===== src/hcbd_pkg.sv =====
// Shared types, constants and helpers of the HTTP chunked body decoder.
`timescale 1ns / 1ps

package hcbd_pkg;

    localparam int unsigned SIZE_LINE_LIMIT_DEF = 32;
    localparam int unsigned CHUNK_SIZE_BITS_DEF = 64;
    localparam logic [31:0] MAX_BODY_RESET      = 32'd1048576;

    localparam logic [7:0] CH_CR = 8'h0D;
    localparam logic [7:0] CH_LF = 8'h0A;

    typedef enum logic [2:0] {
        PH_SIZE    = 3'd0,
        PH_SIZE_LF = 3'd1,
        PH_DATA    = 3'd2,
        PH_DATA_CR = 3'd3,
        PH_DATA_LF = 3'd4
    } phase_t;

    typedef enum logic [2:0] {
        ST_NONE   = 3'd0,
        ST_DONE   = 3'd1,
        ST_TRUNC  = 3'd2,
        ST_LONG   = 3'd3,
        ST_OVF    = 3'd4,
        ST_BIG    = 3'd5,
        ST_BADEND = 3'd6
    } status_t;

    typedef struct packed {
        logic        has_result;
        logic        payload_valid;
        logic [7:0]  payload_byte;
        status_t     status;
        logic [31:0] body_length;
        logic [31:0] consumed_bytes;
    } result_t;

    typedef struct packed {
        logic       ok;
        logic [3:0] value;
    } hex_t;

    // Decode one ASCII hex digit, either case.
    function automatic hex_t hex_decode(input logic [7:0] c);
        hex_t h;
        h.ok    = 1'b1;
        h.value = 4'd0;
        if (c >= 8'h30 && c <= 8'h39) begin
            h.value = c[3:0];
        end else if ((c >= 8'h61 && c <= 8'h66) || (c >= 8'h41 && c <= 8'h46)) begin
            h.value = c[3:0] + 4'd9;
        end else begin
            h.ok = 1'b0;
        end
        return h;
    endfunction

endpackage


===== src/hcbd_core.sv =====
// Per-byte chunk parser: message state registers and next-state/result logic.
`timescale 1ns / 1ps

module hcbd_core #(
    parameter int unsigned SIZE_LINE_LIMIT = hcbd_pkg::SIZE_LINE_LIMIT_DEF,
    parameter int unsigned CHUNK_SIZE_BITS = hcbd_pkg::CHUNK_SIZE_BITS_DEF
) (
    input  logic              aclk,
    input  logic              aresetn,
    input  logic              step,
    input  logic [7:0]        data_byte,
    input  logic              end_of_input,
    input  logic [31:0]       max_body_length,
    output hcbd_pkg::result_t result
);
    import hcbd_pkg::*;

    localparam int unsigned LCW  = $clog2(SIZE_LINE_LIMIT);
    localparam int unsigned CSB  = CHUNK_SIZE_BITS;
    localparam int unsigned CMPW = (CSB > 32) ? CSB : 32;

    phase_t          phase_reg, phase_next;
    logic [LCW-1:0]  line_reg, line_next;
    logic [CSB-1:0]  acc_reg, acc_next;
    logic            ended_reg, ended_next;
    logic [CSB-1:0]  rem_reg, rem_next;
    logic [31:0]     body_reg, body_next;
    logic [31:0]     cons_reg, cons_next;
    logic            final_reg, final_next;

    logic [31:0]     cons_inc;
    logic [LCW:0]    line_p1;
    logic [31:0]     room;
    logic [CSB-1:0]  rem_dec;
    hex_t            hex;
    status_t         st;
    logic            pv;
    logic [31:0]     blen;
    logic [31:0]     cons_out;

    always_ff @(posedge aclk) begin
        if (!aresetn) begin
            phase_reg <= PH_SIZE;
            line_reg  <= '0;
            acc_reg   <= '0;
            ended_reg <= 1'b0;
            rem_reg   <= '0;
            body_reg  <= '0;
            cons_reg  <= '0;
            final_reg <= 1'b0;
        end else if (step) begin
            phase_reg <= phase_next;
            line_reg  <= line_next;
            acc_reg   <= acc_next;
            ended_reg <= ended_next;
            rem_reg   <= rem_next;
            body_reg  <= body_next;
            cons_reg  <= cons_next;
            final_reg <= final_next;
        end
    end

    always_comb begin
        cons_inc   = (cons_reg == 32'hFFFF_FFFF) ? cons_reg : cons_reg + 32'd1;
        line_p1    = {1'b0, line_reg} + {{LCW{1'b0}}, 1'b1};
        room       = max_body_length - body_reg;
        rem_dec    = (rem_reg != '0) ? rem_reg - {{(CSB-1){1'b0}}, 1'b1} : rem_reg;
        hex        = hex_decode(data_byte);

        phase_next = phase_reg;
        line_next  = line_reg;
        acc_next   = acc_reg;
        ended_next = ended_reg;
        rem_next   = rem_reg;
        body_next  = body_reg;
        cons_next  = cons_inc;
        final_next = final_reg;
        st         = ST_NONE;
        pv         = 1'b0;
        blen       = '0;
        cons_out   = '0;

        unique case (phase_reg)
            PH_SIZE: begin
                if (data_byte == CH_CR) begin
                    if (body_reg > max_body_length ||
                        CMPW'(acc_reg) > CMPW'(room)) begin
                        st = ST_BIG;
                    end else begin
                        phase_next = PH_SIZE_LF;
                    end
                end else if (line_p1 >= (LCW+1)'(SIZE_LINE_LIMIT)) begin
                    st = ST_LONG;
                end else begin
                    line_next = line_p1[LCW-1:0];
                    if (!ended_reg) begin
                        if (!hex.ok) begin
                            ended_next = 1'b1;
                        end else if (acc_reg[CSB-1:CSB-4] != 4'd0) begin
                            st = ST_OVF;
                        end else begin
                            acc_next = {acc_reg[CSB-5:0], hex.value};
                        end
                    end
                end
            end
            PH_SIZE_LF: begin
                if (data_byte != CH_LF) begin
                    st = ST_BADEND;
                end else if (acc_reg == '0) begin
                    final_next = 1'b1;
                    phase_next = PH_DATA_CR;
                end else begin
                    rem_next   = acc_reg;
                    phase_next = PH_DATA;
                end
            end
            PH_DATA: begin
                pv        = 1'b1;
                body_next = body_reg + 32'd1;
                rem_next  = rem_dec;
                if (rem_dec == '0) begin
                    phase_next = PH_DATA_CR;
                end
            end
            PH_DATA_CR: begin
                if (data_byte != CH_CR) begin
                    st = ST_BADEND;
                end else begin
                    phase_next = PH_DATA_LF;
                end
            end
            PH_DATA_LF: begin
                if (data_byte != CH_LF) begin
                    st = ST_BADEND;
                end else if (final_reg) begin
                    st       = ST_DONE;
                    blen     = body_reg;
                    cons_out = cons_inc;
                end else begin
                    phase_next = PH_SIZE;
                    line_next  = '0;
                    acc_next   = '0;
                    ended_next = 1'b0;
                end
            end
            default: begin
                phase_next = PH_SIZE;
            end
        endcase

        if (st == ST_NONE && end_of_input) begin
            st = ST_TRUNC;
        end
        if (st != ST_NONE) begin
            phase_next = PH_SIZE;
            line_next  = '0;
            acc_next   = '0;
            ended_next = 1'b0;
            rem_next   = '0;
            body_next  = '0;
            cons_next  = '0;
            final_next = 1'b0;
        end

        result.has_result     = pv || (st != ST_NONE);
        result.payload_valid  = pv;
        result.payload_byte   = pv ? data_byte : 8'd0;
        result.status         = st;
        result.body_length    = blen;
        result.consumed_bytes = cons_out;
    end

endmodule


===== src/http_chunked_body_decoder.sv =====
// Top level of the HTTP chunked body decoder: ports, input and result registers.
`timescale 1ns / 1ps

//  Channel  | Direction | Handshake          | Payload
//  ---------+-----------+--------------------+----------------------------------------------
//  s_       | in        | s_valid / s_ready  | s_data_byte, s_end_of_input
//  m_       | out       | m_valid / m_ready  | m_payload_valid, m_payload_byte, m_status,
//           |           |                    | m_body_length, m_consumed_bytes
//  cfg_     | in        | cfg_wr_en          | cfg_wr_data (max_body_length)
//
//  One byte per clock, sustained while m_ready is high. A byte lands in the input
//  register, is parsed there by the state update in hcbd_core once the result register
//  is free or being emptied, and its transaction (if it produces one) is registered onto m_.
//  Reset is synchronous on aresetn low; it clears the message state and loads
//  max_body_length with 1048576. A stall on m_ready holds the result register
//  and the input register; s_ready drops only when both are occupied and
//  m_ready is low.

module http_chunked_body_decoder #(
    parameter int unsigned SIZE_LINE_LIMIT = hcbd_pkg::SIZE_LINE_LIMIT_DEF,
    parameter int unsigned CHUNK_SIZE_BITS = hcbd_pkg::CHUNK_SIZE_BITS_DEF
) (
    input  logic        aclk,
    input  logic        aresetn,

    input  logic        cfg_wr_en,
    input  logic [31:0] cfg_wr_data,

    input  logic        s_valid,
    output logic        s_ready,
    input  logic [7:0]  s_data_byte,
    input  logic        s_end_of_input,

    output logic        m_valid,
    input  logic        m_ready,
    output logic        m_payload_valid,
    output logic [7:0]  m_payload_byte,
    output logic [2:0]  m_status,
    output logic [31:0] m_body_length,
    output logic [31:0] m_consumed_bytes
);
    import hcbd_pkg::*;

    // Configuration register.
    logic [31:0] max_body_reg;

    // Input register: one byte waiting to be parsed.
    logic        in_valid_reg, in_valid_next;
    logic [7:0]  in_data_reg;
    logic        in_eoi_reg;

    // Result register.
    logic        out_valid_reg, out_valid_next;
    result_t     res_reg;

    result_t     core_res;
    logic        s_take;
    logic        advance;

    // Parse the held byte when the result register is free or being emptied.
    assign advance = in_valid_reg && (!out_valid_reg || m_ready);
    assign s_ready = !in_valid_reg || advance;
    assign s_take  = s_valid && s_ready;

    always_ff @(posedge aclk) begin
        if (!aresetn) begin
            max_body_reg <= MAX_BODY_RESET;
        end else if (cfg_wr_en) begin
            max_body_reg <= cfg_wr_data;
        end
    end

    always_comb begin
        // Advance the input stage: a new byte fills it or replaces the one being parsed.
        if (s_take) begin
            in_valid_next = 1'b1;
        end else if (advance) begin
            in_valid_next = 1'b0;
        end else begin
            in_valid_next = in_valid_reg;
        end

        // Load a transaction only when the parsed byte produced one; drop it once taken.
        if (advance) begin
            out_valid_next = core_res.has_result;
        end else if (m_ready) begin
            out_valid_next = 1'b0;
        end else begin
            out_valid_next = out_valid_reg;
        end
    end

    always_ff @(posedge aclk) begin
        if (!aresetn) begin
            in_valid_reg  <= 1'b0;
            out_valid_reg <= 1'b0;
        end else begin
            in_valid_reg  <= in_valid_next;
            out_valid_reg <= out_valid_next;
        end
    end

    // Payload registers hold their value while stalled.
    always_ff @(posedge aclk) begin
        if (s_take) begin
            in_data_reg <= s_data_byte;
            in_eoi_reg  <= s_end_of_input;
        end
        if (advance) begin
            res_reg <= core_res;
        end
    end

    hcbd_core #(
        .SIZE_LINE_LIMIT (SIZE_LINE_LIMIT),
        .CHUNK_SIZE_BITS (CHUNK_SIZE_BITS)
    ) u_core (
        .aclk            (aclk),
        .aresetn         (aresetn),
        .step            (advance),
        .data_byte       (in_data_reg),
        .end_of_input    (in_eoi_reg),
        .max_body_length (max_body_reg),
        .result          (core_res)
    );

    assign m_valid          = out_valid_reg;
    assign m_payload_valid  = res_reg.payload_valid;
    assign m_payload_byte   = res_reg.payload_byte;
    assign m_status         = res_reg.status;
    assign m_body_length    = res_reg.body_length;
    assign m_consumed_bytes = res_reg.consumed_bytes;

    // A transaction always carries a body byte or a status.
    assert property (@(posedge aclk) disable iff (!aresetn)
        m_valid |-> (m_payload_valid || m_status != ST_NONE))
        else $error("empty result transaction");

    // Completion never carries a body byte.
    assert property (@(posedge aclk) disable iff (!aresetn)
        (m_valid && m_status == ST_DONE) |-> !m_payload_valid)
        else $error("done status carried a payload byte");

    // Length and count are reported with done only.
    assert property (@(posedge aclk) disable iff (!aresetn)
        (m_valid && m_status != ST_DONE) |-> (m_body_length == 32'd0 &&
                                              m_consumed_bytes == 32'd0))
        else $error("length fields set without done");

    // A byte held in the input register is not lost while parsing is stalled.
    assert property (@(posedge aclk) disable iff (!aresetn)
        (in_valid_reg && !advance) |=> (in_valid_reg && $stable(in_data_reg)))
        else $error("stalled input byte lost");

endmodule


===== config.mk =====
export PLATFORM = sky130hd
export DESIGN_NAME = http_chunked_body_decoder
export DESIGN_NICKNAME = d
export VERILOG_FILES = /design/src/hcbd_pkg.sv /design/src/hcbd_core.sv /design/src/http_chunked_body_decoder.sv
export SDC_FILE = /design/constraint.sdc
export NUM_CORES = 1
export LEC_CHECK = 0
export ABC_AREA = 1
export BUFFER_PORTS_ARGS = -buffer_cell sky130_fd_sc_hd__buf_2
export CAP_MARGIN = 20
export CELL_PAD_IN_SITES_DETAIL_PLACEMENT = 1
export CELL_PAD_IN_SITES_GLOBAL_PLACEMENT = 1
export CORE_ASPECT_RATIO = 1.2
export CORE_MARGIN = 5
export CORE_UTILIZATION = 45
export DETAILED_ROUTE_END_ITERATION = 7
export GPL_TIMING_DRIVEN = 0
export PLACE_DENSITY_LB_ADDON = 0.12
export SLEW_MARGIN = 20
export SYNTH_ARGS = -nofsm -noshare
export SYNTH_HDL_FRONTEND = slang
export SYNTH_SLANG_ARGS = --single-unit

===== constraint.sdc =====
create_clock -name aclk -period 5.6 [get_ports aclk]
set_input_delay 1.12 -clock aclk [delete_from_list [all_inputs] [get_ports aclk]]
set_output_delay 1.12 -clock aclk [all_outputs]
set_load 0.02 [all_outputs]

Word-level counts from Yosys, hierarchy flattened

Cells that the tools add are included.

Register bits: 321
Output and inout bits: 78
Word-level logic and storage cells: 158

Add/sub/neg operators: 6
Magnitude comparators: 9
Eq/ne operators: 22
Multiplexer cells: 67
Bitwise operators: 2
Reductions and logical operators: 34

Operator list:

| cell                                                                                | number |
|---|---|
| 64-bit 2-to-1 mux                                                                   | 12 |
| 64-bit case mux with 2 select lines                                                 | 2 |
| 64-bit zero test                                                                    | 2 |
| 32-bit 2-to-1 mux                                                                   | 4 |
| 32-bit by 1-bit adder with 32-bit output, second input constant                     | 2 |
| 64-bit by 32-bit greater-than comparator with 1-bit output                          | 1 |
| 64-bit nonzero test                                                                 | 1 |
| 64-bit by 1-bit subtractor with 64-bit output, second input constant                | 1 |
| 3-bit 2-to-1 mux                                                                    | 18 |
| 32-bit equality test, second input constant                                         | 1 |
| 32-bit greater-than comparator                                                      | 1 |
| 32-bit subtractor                                                                   | 1 |
| 3-bit != test, second input constant                                                | 10 |
| 5-bit 2-to-1 mux                                                                    | 5 |
| 1-bit 2-to-1 mux                                                                    | 20 |
| 8-bit by 7-bit greater-or-equal comparator with 1-bit output, second input constant | 2 |
| 8-bit by 7-bit <= comparator with 1-bit output, second input constant               | 2 |
| 8-bit by 4-bit != test with 1-bit output, second input constant                     | 2 |
| 3-bit case mux with 5 select lines                                                  | 1 |
| 3-bit case mux with 4 select lines                                                  | 1 |
| 5-bit case mux with 2 select lines                                                  | 1 |
| 2-bit nonzero test                                                                  | 5 |
| 3-bit by 1-bit != test with 1-bit output, second input constant                     | 3 |
| 9-bit AND reduction                                                                 | 1 |
| other kinds (24)                                                                    | 41 |

Depth between registers and ports, before layout

Gate-level depths: netlist of run 1.

Depth after elaboration: 16
Depth in mapped cells: 36

Cells and area by module

Synthesis of run 1 repeated with hierarchy kept, for this count alone.

Cells, all modules: 3170
Area, all modules: 20566.0 µm²

By module, submodules not included:

| module                    | times used | cells an instance | area each (µm²) |
|---|---|---|---|
| hcbd_core                 | 1          | 2934              | 16808.6 |
| http_chunked_body_decoder | 1          | 236               | 3757.4 |

Worst setup path before layout of run 1

OpenSTA, ideal clock, no wires.

Kind: input-to-reg
Start: input m_ready
End: register u_core.phase_reg[1]
Library setup time: 0.114 ns
Arrival: 4.462 ns
Required time: 5.486 ns
Slack: 1.025 ns
Stages: 9
Buffers on the path: 2
Cells stage by stage: inv_1 -> nand2_1 -> nand2_1 -> inv_1 -> buf_1 -> clkbuf_1 -> nand4_1 -> nand2_1 -> nor2_1

Cells in the longest elaborated chain, start to end: 3

RTL lines:

| item                          | RTL line                        | source |
|---|---|---|
| from (decl)                   | http_chunked_body_decoder.sv:35 | `input logic m_ready,` |
| 1-bit logical OR              | http_chunked_body_decoder.sv:61 | `assign advance = in_valid_reg && (!out_valid_reg \|\| m_ready);` |
| 1-bit logical AND             | http_chunked_body_decoder.sv:61 |  |
| via advance                   | http_chunked_body_decoder.sv:58 | `logic advance;` |
| 8-bit AND reduction (no line) | n/a                             |  |
| to (signal assigned)          | hcbd_core.sv:52                 | `phase_reg <= phase_next;` |
| to (decl)                     | hcbd_core.sv:22                 | `phase_t phase_reg, phase_next;` |

The timed path passes the listed nets, and every way through them passes these cells.
A chain may end at the register's enable or synchronous reset.

==> results of run 1 <==
## layout make-up
class | count | area, µm²
clock inverter | 21 | 116
buffer | 118 | 639
antenna | 1 | 2.50
clock buffer | 42 | 932
inverter | 237 | 890
tap | 559 | 699
sequential | 321 | 7280
multi-input combinational | 2272 | 11200
fill | 5844 | 21300
timing repair buffer | 129 | 681
## cell usage after synthesis (all sizes together), types with 59 or more instances
library cell	n
o21ai	179
dfxtp	236
nor3	59
nand2	685
nor2	664
inv	233
xor2	59
a21oi	185
nand3	143
clkbuf	72
edfxtp	85
ha	73
## power by group
group          internal (mW)  leakage [nW]  switching, mW
Combinational          0.613          6.29           1.53
Sequential              2.51          2.71          0.148
Clock                   1.19         0.518           1.02
Total                   4.32          9.51           2.69
## final timing paths
| check | start | end | depth (start not counted) |
|---|---|---|---|
| max | u_core.body_reg[0] | u_core.rem_reg[62] | 32 |
| min | u_core.body_reg[30] | u_core.body_reg[30] | 2 |
| min reg2reg | u_core.body_reg[30] | u_core.body_reg[30] | 2 |
| max reg2reg | u_core.body_reg[0] | u_core.rem_reg[62] | 32 |
## logic make-up after synthesis
logic type | after synthesis | share of synthesized area (%)
adder cells (fa/ha/maj) | 74 | 4.70
AND/OR/NAND/NOR | 1645 | 34.1
flip-flops | 321 | 36.6
buffers and inverters | 355 | 7.48
XOR/XNOR | 83 | 3.66
AO/OA/AOI/OAI | 470 | 13.5
## tightest hold or removal path: stages, from the launching register on
cell                      delay (ns)
sky130_fd_sc_hd__dfxtp_1        0.31
sky130_fd_sc_hd__nand2_1        0.06
sky130_fd_sc_hd__a21oi_1        0.05
## through the flow
stage	cells	hold slack, ns
after floorplan	2948	0.435
after global placement	3630	0.454
after detailed placement	3631	0.453
after CTS	3694	0.476
after global routing	3699	0.492
final	3700	0.475
## layer usage
metal  vias up  global-route usage [%]  part of all wire (%)
li1      10000                       -                     -
met1     10100                    35.1                    37
met2       574                    62.4                    51
met3       239                    3.20                   3.6
met4         0                    21.6                   7.5
met5         -                       0                     0
## timing repair
item,CTS,global route
hold buffers,0,0
setup buffers,0,5
pin swaps,0,3
resized for setup,6,35
endpoints found under the setup margin,138,198
gates cloned,0,0
==> results list, run 1 <==
- Summed over its instances, the top area cell type makes up a little under a quarter of the synthesized netlist area.
- In this design, the largest share of critical-path delay is due to simple AND/OR/NAND/NOR gates.
* PnR Total Power: 7.01 mW
* Highest fanout seen on the critical path: 10
- Most frequent standard cell in the layout excluding fill and tap cells: sky130_fd_sc_hd__nand2_1
- Worst Skew: 0.0143 ns
* RSZ-0062 raised after global routing: yes
* Area of the mapped netlist: between 15000 and 20000 µm²
- Using the TritonRoute via totals, the vias-per-cell ratio works out to ~5.7.
* Achievable Freq: between 150 and 200 MHz
- Flip-flop and latch count after synthesis: about 320
- Minimum clock period after layout: between 5 and 6 ns
- The number of failing hold endpoints at the final stage came to 0.
- The routed design has 83.1 mm of wire.
* Via count of the first global-routing pass: around 22000
- For this design the ratio of total power to cell area is ~310 nW/µm².
* Number of antenna violations at the first check in global routing: 0
- STA classifies the critical path endpoint as a register.
- The clock drives roughly 320 sinks.
- Total number of placement rows: 84
- The worst pin sits at a relative slew slack of a little over 30%.
* Wirelength per Cell: ~22 µm
- Slew Limit Fails: 0
- Measured along the x axis, the die boundary spans a little over 200 µm.
- At the pin with the least slew margin, the transition time is between 1 and 1.5 ns.
* Critical path buffers and inverters: 4
* Setup TNS after final layout: 0 ns
- Standard cell with the maximum stage delay on the critical path: sky130_fd_sc_hd__fa_1
- Synthesis handed over a netlist of between 2000 and 3000 instances.
- Proportion of layout cells with a drive suffix above 1: approximately a tenth
* Util after Layout: roughly half
* Synth Flop Type: sky130_fd_sc_hd__dfxtp_1
- The first detailed-routing pass took 5 iterations.
- Die outline height: 240 µm
- On the worst path, the slowest cell contributes a delay of a little over 0.4 ns.
- The number of nets in the synthesized netlist is around 3100.
- Buffers inserted during clock tree synthesis total 35.
- Worst-case vdd ir drop: between 0.15 and 0.2 mV
- Library cell appearing most often on the critical path: sky130_fd_sc_hd__nand2_2
* GR Util All Layers: about 33%
- Syn. warnings: 0
* Class of the most critical hold timing path: register to register
* Arr. time, crit path: approximately 5.7 ns
- Routability-driven placement finished with a final weighted congestion of 0.972.
- Classification of the worst setup path: register to register
- Cell area after layout: 22400 µm²
* Standby leakage power: between 9 and 10 nW
- Number of failing setup endpoints in the final timing report: 0
- At the placement stage, the worst setup path has a slack of -0.396 ns.
* CTS tree: built
* Number of nets in the final layout: around 3200
- In the layout the commonest cells are sky130_fd_sc_hd__nand2_1 (671), sky130_fd_sc_hd__nor2_1 (654), sky130_fd_sc_hd__dfxtp_1 (236).
- In this run, synthesis inferred 85 flip-flops with an integrated enable.
- The average instance in the mapped netlist occupies 6.74 µm².
- Clock latency on the worst-skew pair, taken at its later pin, is between 0.5 and 0.6 ns.
- The floorplan step defined a core boundary enclosing 43700 µm².
- # Max-Cap Violations: 0
- After synthesis, flip-flops and latches occupy about 37% of the total area.
- The count of nets left with antenna violations once routing finished came out at 0.
* Post-detailed-placement half-perimeter wirelength: 66.3 mm
* Area of the die: 48500 µm²
- Clock Pin Slew Worst Setup and Hold Paths: 0.07 ns
* Maximum level of the CTS H-tree: 2
- Placement-stage cell area: roughly 21000 µm²
* Total congestion overflow after global routing: 0
- From synthesis to final layout, the design area changed by 12.7%.
- STA puts the critical path data required time at between 6 and 7 ns.
- Internal reg-to-reg setup slack: between 0.2 and 0.3 ns
- The count of buffers added on input and output ports is between 100 and 150.
* Count of unresolved DRC violations after routing: 0
- Dividing the final minimum period by the clock period gives 94.7%.
- Worst-case clock buffer depth: 3
* Boundary Pins: approximately 120
- For this configuration, the core starts out at a cell density of a little under half.
- The root buffer cell chosen for the clock tree is sky130_fd_sc_hd__clkbuf_16.
* Final setup margin: around 0.30 ns
* Largest area contributor in the netlist: sky130_fd_sc_hd__dfxtp_1
- Counting flops with an async set or reset pin after synthesis yields a share of 0%.
- The flow ran to the end, and the final reports show no timing, DRC or antenna violations.
- In this run, distinct cell masters in the synthesized netlist total 51.
* Via Count: ~21000
- First-pass GRT wire length: roughly 130 mm
* Top area cells in the synthesized netlist: sky130_fd_sc_hd__dfxtp_1 (24%), sky130_fd_sc_hd__edfxtp_1 (13%), sky130_fd_sc_hd__nand2_1 (13%), sky130_fd_sc_hd__nor2_1 (12%), sky130_fd_sc_hd__ha_1 (4.6%)
- Pin count of the biggest net entering global routing: 52
- For this block, the initial DRC count from the detailed router was around 1200.
- The worst setup path is launched from a register.
(Power assumes the default switching activity.)
==> run 2: changes to the inputs <==
--- a/config.mk
+++ b/config.mk
@@ -5,14 +5,13 @@
 export SDC_FILE = /design/constraint.sdc
 export NUM_CORES = 1
 export LEC_CHECK = 0
-export ABC_AREA = 1
 export BUFFER_PORTS_ARGS = -buffer_cell sky130_fd_sc_hd__buf_2
 export CAP_MARGIN = 20
 export CELL_PAD_IN_SITES_DETAIL_PLACEMENT = 1
 export CELL_PAD_IN_SITES_GLOBAL_PLACEMENT = 1
 export CORE_ASPECT_RATIO = 1.2
 export CORE_MARGIN = 5
-export CORE_UTILIZATION = 45
+export CORE_UTILIZATION = 46
 export DETAILED_ROUTE_END_ITERATION = 7
 export GPL_TIMING_DRIVEN = 0
 export PLACE_DENSITY_LB_ADDON = 0.12
==> run 2 against run 1 <==
- synthesized cell count decreased by 26%
- clock power increased by 12%
- hold slack improved by 0.0018 ns
- routed wire length decreased by 16%
- clock skew increased by 0.0071 ns
- setup slack got worse by 0.16 ns
- combinational power decreased by 73%
- cell area decreased by 5.2%
- count of clock-buffer cells in the layout increased by 9
- synthesized area decreased by 9.2%
- critical endpoint is now u_core.rem_reg[37]
- largest cell class unchanged
- largest power group is now clock
==> results list, run 2 <==
- The flow ran to the end, and the final reports show no timing, DRC or antenna violations.
- The logic depth of the worst register-to-register path is 26 (-19%).
- The critical path arrival was 5.85 ns (+0.11 ns).
- The final worst clock skew came to 0.0214 ns (+0.00714 ns).
- Total clock buffers created by CTS: 37 (+5.7%)
- GPL Wtd Cong: 0.977 (+0.49%)
* Via count of the first global-routing pass: 18400 (-18%)
- The count of endpoints failing setup in the final report was 0 (unchanged).
* Worst-case vdd ir drop: 0.244 mV (+24%)
- In this run the most critical hold path is launched from u_core.acc_reg[60].
- Sorting the synthesized cells by area gives the leading types as sky130_fd_sc_hd__dfxtp_1 (26%), sky130_fd_sc_hd__edfxtp_1 (14%), sky130_fd_sc_hd__a21oi_1 (5.5%), sky130_fd_sc_hd__nor2_1 (5.3%), sky130_fd_sc_hd__ha_1 (5.1%).
* Setup WS pre-CTS: -1.17 ns (-0.774 ns)
* Syn. warnings: 0 (unchanged)
- The largest total area in the synthesized netlist belongs to sky130_fd_sc_hd__dfxtp_1.
- The number of flops mapped to enable cells by yosys was 85 (unchanged).
- Maximum level of the CTS H-tree: 2 (unchanged)
- The total of buffers placed on input and output ports is 122 (-0.81%).
- The power after layout was 5.48 mW (-22%).
- Boundary Pins: 124 (unchanged)
* Antenna diode instance count: 0 (-1)
- Library cell appearing most often on the critical path: sky130_fd_sc_hd__buf_4
- Minimum clock period after layout: 5.46 ns (+0.158 ns)
- Leaving out fill and tap cells, the most frequent cell in the layout is sky130_fd_sc_hd__nor2_1.
- Total congestion overflow after global routing: 0 (unchanged)
- Area of the mapped netlist: 18000 µm² (-9.2%)
- The synthesized area per cell was 8.32 µm² (+23%).
- The number of filler instances in the final layout is 4726 (-19%).
- Capture endpoint of the worst hold path: u_core.acc_reg[60]
* Die Width: 191 µm (-5.5%)
- First-pass GRT wire length: 107 mm (-15%)
- In this run the critical register-to-register path is captured at u_core.rem_reg[37].
- Highest fanout seen on the critical path: 10 (unchanged)
- Cell count after placement: 2817 (-22%)
- CTS Root Buffer Type: sky130_fd_sc_hd__clkbuf_16
* Transition time at the pin with the least slew margin: 1.11 ns (+0.0770 ns)
* Standby leakage power: 7.97 nW (-16%)
* Final ANT Viol Nets: 0 (unchanged)
- Area of the die: 43300 µm² (-11%)
- Proportion of register bits with asynchronous set or reset after synthesis: 0% (unchanged)
- # Max-Cap Violations: 0 (unchanged)
* Worst max-slew margin expressed relative to the limit: 25.9% (-5.3 points)
- The instance area at placement is 19300 µm² (-8.8%).
- Share of total power in the clock network: 45.2% (+14 points)
- Proportion of layout cells with a drive suffix above 1: 14.5% (+5.1 points)
- Net switching fraction of the power: 26.2% (-12 points)
- Power spent charging and discharging nets: 1.43 mW (-47%)
- Sinks on the clock net: 321 (unchanged)
* GR Util All Layers: 31.5% (-1.6 points)
- Total power density per cell area: 258 nW/µm² (-18%)
- Area of the placeable core: 38700 µm² (-11%)
- The DRC violation count after routing is 0 (unchanged).
- The clock slew seen by the registers of the worst setup and hold paths is 0.06 ns (about the same).
- Cell area after layout: 21200 µm² (-5.2%)
- Register area share after synthesis: 40.3% (+3.7 points)
- TritonCTS built the clock tree.
- Number of antenna violations at the first check in global routing: 0 (unchanged)
- The tightest min-delay check is of the register to register type.
- The worst stage delay on the critical path came to 0.39 ns (-0.02 ns).
- The relative contribution of combinational cells to total power was 10.5% (-20 points).
- The worst setup path is captured at a register.
- The synthesized netlist net count came to 2288 (-25%).
- The routed length per placed instance was 24.2 µm (+7.6%).
* Standard cell with the maximum stage delay on the critical path: sky130_fd_sc_hd__dfxtp_2
- Number of library cell types mapped by synthesis: 82 (+61%)
- The reg2reg setup slack was 0.14 ns (-0.16 ns).
* Total number of placement rows: 79 (-6.0%)
* Cell with the most instances after synthesis: sky130_fd_sc_hd__nor2_1
* Synth Flop Type: sky130_fd_sc_hd__dfxtp_1
- The maximum root-to-sink buffer count came to 3 (unchanged).
- Die outline height: 227 µm (-5.5%)
- Pin count of the biggest net entering global routing: 55 (+5.8%)
- The routed via count divided by cell count came to 6.12 (+7.8%).
- In the layout the commonest cells are sky130_fd_sc_hd__nor2_1 (250), sky130_fd_sc_hd__nand2_1 (236), sky130_fd_sc_hd__dfxtp_1 (230).
- The number of cells produced by synthesis came to 2168 (-26%).
- Achievable Freq: 183 MHz (-2.9%)
* Number of standard cells in the layout, taps in and fillers out: 2904 (-22%)
- Util after Layout: 54.8% (+3.6 points)
- Clock latency at the later pin of the worst-skew pair: 0.55 ns (about the same)
* Hold violation count in the final report: 0 (unchanged)
- Worst hold stages: 2 (unchanged)
* Startpoint type of the worst setup path: register
* Top cell types by occurrence after synthesis: sky130_fd_sc_hd__nor2_1 (256), sky130_fd_sc_hd__nand2_1 (240), sky130_fd_sc_hd__dfxtp_1 (236)
- Overall routed net length: 70.2 mm (-16%)
- Flip-flop and latch count after synthesis: 321 (unchanged)
- Initial core utilization: 46.6% (+1.1 points)
* Critical register-to-register path startpoint: u_core.body_reg[1]
- Final setup margin: 0.140 ns (-0.158 ns)
* Number of nets in the final layout: 2471 (-24%)
* Starting DRT DRC Count: 1203 (-2.6%)
- Classification of the worst setup path: register to register
* Critical Path RT: 5.99 ns (-0.05 ns)
* RSZ-0062 raised after global routing: yes
* Slew Limit Fails: 0 (unchanged)
- Via Count: 17800 (-15%)
* Period Utilization, post-route: 97.5% (+2.8 points)
- The first-pass iteration count of the detailed router is 5 (unchanged).
- Sequential share of power: 44.3% (+6.4 points)
- Post-detailed-placement half-perimeter wirelength: 51.7 mm (-22%)
* Synth top area share: 26.2% (+2.4 points)
- Syn-to-layout area delta: 17.7%
- Internal power contribution: 4.05 mW (-6.3%)
-- run 2: worst max-delay path by stage --
stage | start | end | slack, ns | depth (start not counted)
finish | u_core.body_reg[1] | u_core.rem_reg[37] | 0.14 | 26
global route | u_core.body_reg[1] | u_core.rem_reg[21] | -0.04 | 27
CTS | u_core.body_reg[0] | u_core.body_reg[17] | 0.01 | 27
detailed placement | u_core.body_reg[0] | u_core.rem_reg[37] | -1.17 | 25
global placement | u_core.body_reg[0] | u_core.rem_reg[52] | -0.97 | 25
floorplan | u_core.body_reg[3] | u_core.body_reg[23] | 0.58 | 25
-- run 2: final cells by class --
class	count	area, µm²	share of cell area (%)
Sequential cell	321	7290	34.3
Inverter	67	254	1.20
Clock inverter	15	151	0.713
Multi-Input combinational cell	1658	10300	48.6
Buffer	119	634	2.99
Tap cell	526	658	3.10
Clock buffer	51	1060	4.99
Timing Repair Buffer	147	862	4.06
-- run 2: per-layer routing --
metal	share of wire, %	vias up	GRT usage (%)	wire (µm)
met5	0	-	0	0
met1	40	8800	37.1	27900
met2	49	537	55.2	34400
met3	4.7	227	4.08	3310
li1	-	8197	-	-
met4	6.6	0	17.9	4620
-- run 2: repair_timing --
item,in CTS,in global routing
pin swaps,7,15
setup buffers,19,5
endpoints found under the setup margin,206,202
gates cloned,0,0
hold buffers,0,0
resized for setup,70,74
-- run 2: worst max-delay path, delay by kind of cell (launching register included) --
kind | cells | cell delay [ns]
AOI/OAI and AO/OA | 14 | 2.56
adders and majority gates | 2 | 0.58
and+or+nand+nor | 5 | 0.95
xor gates and xnor gates | 1 | 0.10
DFF | 1 | 0.39
buffers and inverters | 4 | 0.69
-- run 2: stage by stage --
stage,setup TNS (ns),hold slack [ns]
after CTS,0,0.479
after global placement,-180.37,0.451
final,0,0.476
after floorplan,0,0.434
after global routing,-0.667,0.499
after detailed placement,-189.79,0.459
-- run 2: power by group through the flow --
stage / registers (mW) / clock network [mW] / logic, mW
detailed placement: 2.48 / 0 / 0.512
CTS: 2.43 / 2.51 / 0.543
finish: 2.43 / 2.48 / 0.574
global placement: 2.48 / 0 / 0.489
global route: 2.43 / 2.61 / 0.625
floorplan: 2.49 / 0 / 0.329
-- run 2: logic make-up after synthesis --
| group | after synthesis | share of synthesized area [%] |
|---|---|---|
| compound gates | 484 | 16.9 |
| xor+xnor | 118 | 5.73 |
| fa+ha+maj | 74 | 5.17 |
| buf+inv | 189 | 4.29 |
| flops | 321 | 40.3 |
| mux | 37 | 2.07 |
| simple gates | 945 | 25.5 |
==> run 3: changes to the inputs <==
==> constraint.sdc (replaced) <==
create_clock -name aclk -period 5.55 [get_ports aclk]
set_input_delay 1.11 -clock aclk [delete_from_list [all_inputs] [get_ports aclk]]
set_output_delay 1.11 -clock aclk [all_outputs]
set_load 0.02 [all_outputs]
==> run 3 against run 2 <==
- global-route usage about the same
- via count about the same
- register-to-register slack got worse by 0.05 ns
==> results list, run 3 (synthesis gave the netlist of run 2 again) <==
* Result of the run: finished clean
- Number of failing setup endpoints in the final timing report: 0 (unchanged)
* Maximum level of the CTS H-tree: 2 (unchanged)
- The floorplan die width was 191 µm (unchanged).
* Standard cell with the maximum stage delay on the critical path: sky130_fd_sc_hd__a221oi_4
- Standby leakage power: 7.99 nW (+0.24%)
- Overall routed net length: 70.2 mm (about the same)
- STA classifies the critical path startpoint as a register.
- The initial core utilization was 46.6% (unchanged).
- The relative slew slack came to 27.2% (+1.3 points).
- The final global-route overflow total is 0 (unchanged).
- Worst hold path startpoint: u_core.acc_reg[60]
* Area of the die: 43300 µm² (unchanged)
- Total number of placement rows: 79 (unchanged)
- The first-pass iteration count of the detailed router was 5 (unchanged).
- The post-placement cell count came to 2817 (unchanged).
- The sum of negative setup slack was 0 ns (unchanged).
- Boundary Pins: 124 (unchanged)
- The clock latency reported for the late side of the worst-skew pair is 0.55 ns (about the same).
- The clock net sink count is 321 (unchanged).
- Transition time at the pin with the least slew margin: 1.09 ns (-0.0197 ns)
- CTS tree: built
- The max-slew violation count was 0 (unchanged).
- Classification of the worst setup path: register to register
- GPL Wtd Cong: 0.977 (unchanged)
- Minimum clock period after layout: 5.46 ns (+0.00315 ns)
- Clock Pin Slew Worst Setup and Hold Paths: 0.06 ns (about the same)
* Wirelength per Cell: 24.2 µm (+0.11%)
- The final worst clock skew was 0.0209 ns (-0.000543 ns).
- CTS Root Buffer Type: sky130_fd_sc_hd__clkbuf_16
- Antenna diode instance count: 0 (unchanged)
- Total clock buffers created by CTS: 37 (unchanged)
* GR Util All Layers: 31.5% (about the same)
- The DRC violation count after routing was 0 (unchanged).
- The total of buffers placed on input and output ports is 122 (unchanged).
* Via count of the first global-routing pass: 18400 (+0.016%)
- Critical register-to-register path startpoint: u_core.body_reg[1]
- First-pass GRT wire length: 107 mm (about the same)
- Period Utilization, post-route: 98.4% (+0.94 points)
- Worst-case clock buffer depth: 3 (unchanged)
* Number of standard cells in the layout, taps in and fillers out: 2902 (-0.069%)
- The area growth from synthesis to layout is 18.1%.
- The maximum fanout along the worst path is 10 (unchanged).
- Starting DRT DRC Count: 1227 (+2.0%)
- The maximum clock frequency is 183 MHz (about the same).
* Number of antenna violations at the first check in global routing: 0 (unchanged)
- Most frequent standard cell in the layout excluding fill and tap cells: sky130_fd_sc_hd__nor2_1
- The post-detailed-placement half-perimeter wirelength was 51.7 mm (unchanged).
- The peak supply drop was 0.245 mV (+0.52%).
- Arr. time, crit path: 5.89 ns (+0.04 ns)
- Final ANT Viol Nets: 0 (unchanged)
- The routed via count divided by cell count came to 6.12 (about the same).
- Total power density per cell area: 260 nW/µm² (+0.64%)
- The layout cell share with drive strength beyond 1 is 14.6% (+0.14 points).
- The worst setup path is captured at a register.
- The worst stage delay on the critical path is 0.46 ns (+0.07 ns).
- Critical Path RT: 5.98 ns (about the same)
* Hold violation count in the final report: 0 (unchanged)
* Commonest non-fill, non-tap cells in the layout: sky130_fd_sc_hd__nor2_1 (250), sky130_fd_sc_hd__nand2_1 (236), sky130_fd_sc_hd__dfxtp_1 (230)
* Pin count of the biggest net entering global routing: 55 (unchanged)
- Start point of the critical path: u_core.body_reg[1]
* Area of the placeable core: 38700 µm² (unchanged)
* Die outline height: 227 µm (unchanged)
* Number of nets in the final layout: 2469 (-0.081%)
- Via Count: 17800 (+0.011%)
- Class of the most critical hold timing path: register to register
- # Max-Cap Violations: 0 (unchanged)
[run 3: cell count changes in the layout (fill, tap and decap cells not counted), sizes merged]
cell,change
buf,-2
[run 3: layout make-up]
type | count | area [µm²]
timing repair buffer | 145 | 847
sequential | 321 | 7290
fill | 4692 | 17400
inverter | 67 | 256
multi-input combinational | 1658 | 10400
buffer | 119 | 663
clock buffer | 51 | 1060
clock inverter | 15 | 151
tap | 526 | 658
[run 3: per-stage QoR]
step	utilization (%)	power (mW)	area, µm²	hold slack [ns]	setup WS [ns]
4_1_cts	54.1	5.53	20900	0.479	0.0233
3_3_place_gp	49.8	3.00	19300	0.451	-1.02
6_report	55.0	5.53	21300	0.483	0.0872
2_1_floorplan	-	2.85	18000	0.434	0.529
3_5_place_dp	49.9	3.02	19300	0.459	-1.22
5_1_grt	55.0	5.72	21300	0.499	-0.0426
[run 3: worst paths after layout]
kind / cells past startpoint / slack (ns) / end
max: 26 / 0.09 / u_core.body_reg[11]
min: 2 / 0.48 / u_core.acc_reg[60]
max reg2reg: 26 / 0.09 / u_core.body_reg[11]
min reg2reg: 2 / 0.48 / u_core.acc_reg[60]
[run 3: metal layers]
layer	vias up	track usage, %	part of all wire (%)
met5	-	0	0
met4	0	17.6	6.0
met3	227	4.10	4.9
met2	583	55.4	50
met1	8762	37.1	39
li1	8191	-	-
[run 3: critical path: cells and delay by family, from the launching register on]
kind	cells	cell delay [ns]
flops	1	0.39
simple gates	6	0.84
fa+ha+maj	2	0.55
compound gates	12	2.52
xor+xnor	2	0.46
buf+inv	4	0.58
[run 3: power breakdown]
part	switching [mW]	internal, mW
Clock	1.06	1.44
Sequential	0.0222	2.43
Combinational	0.366	0.218
Total	1.45	4.09
[run 3: repair_timing]
item                                    in CTS  in global routing
hold buffers                                 0                  0
setup buffers                               16                  7
pin swaps                                    7                 21
endpoints found under the hold margin        0                  0
endpoints found under the setup margin     206                202
gates resized for setup                     79                 79
gates cloned                                 0                  0
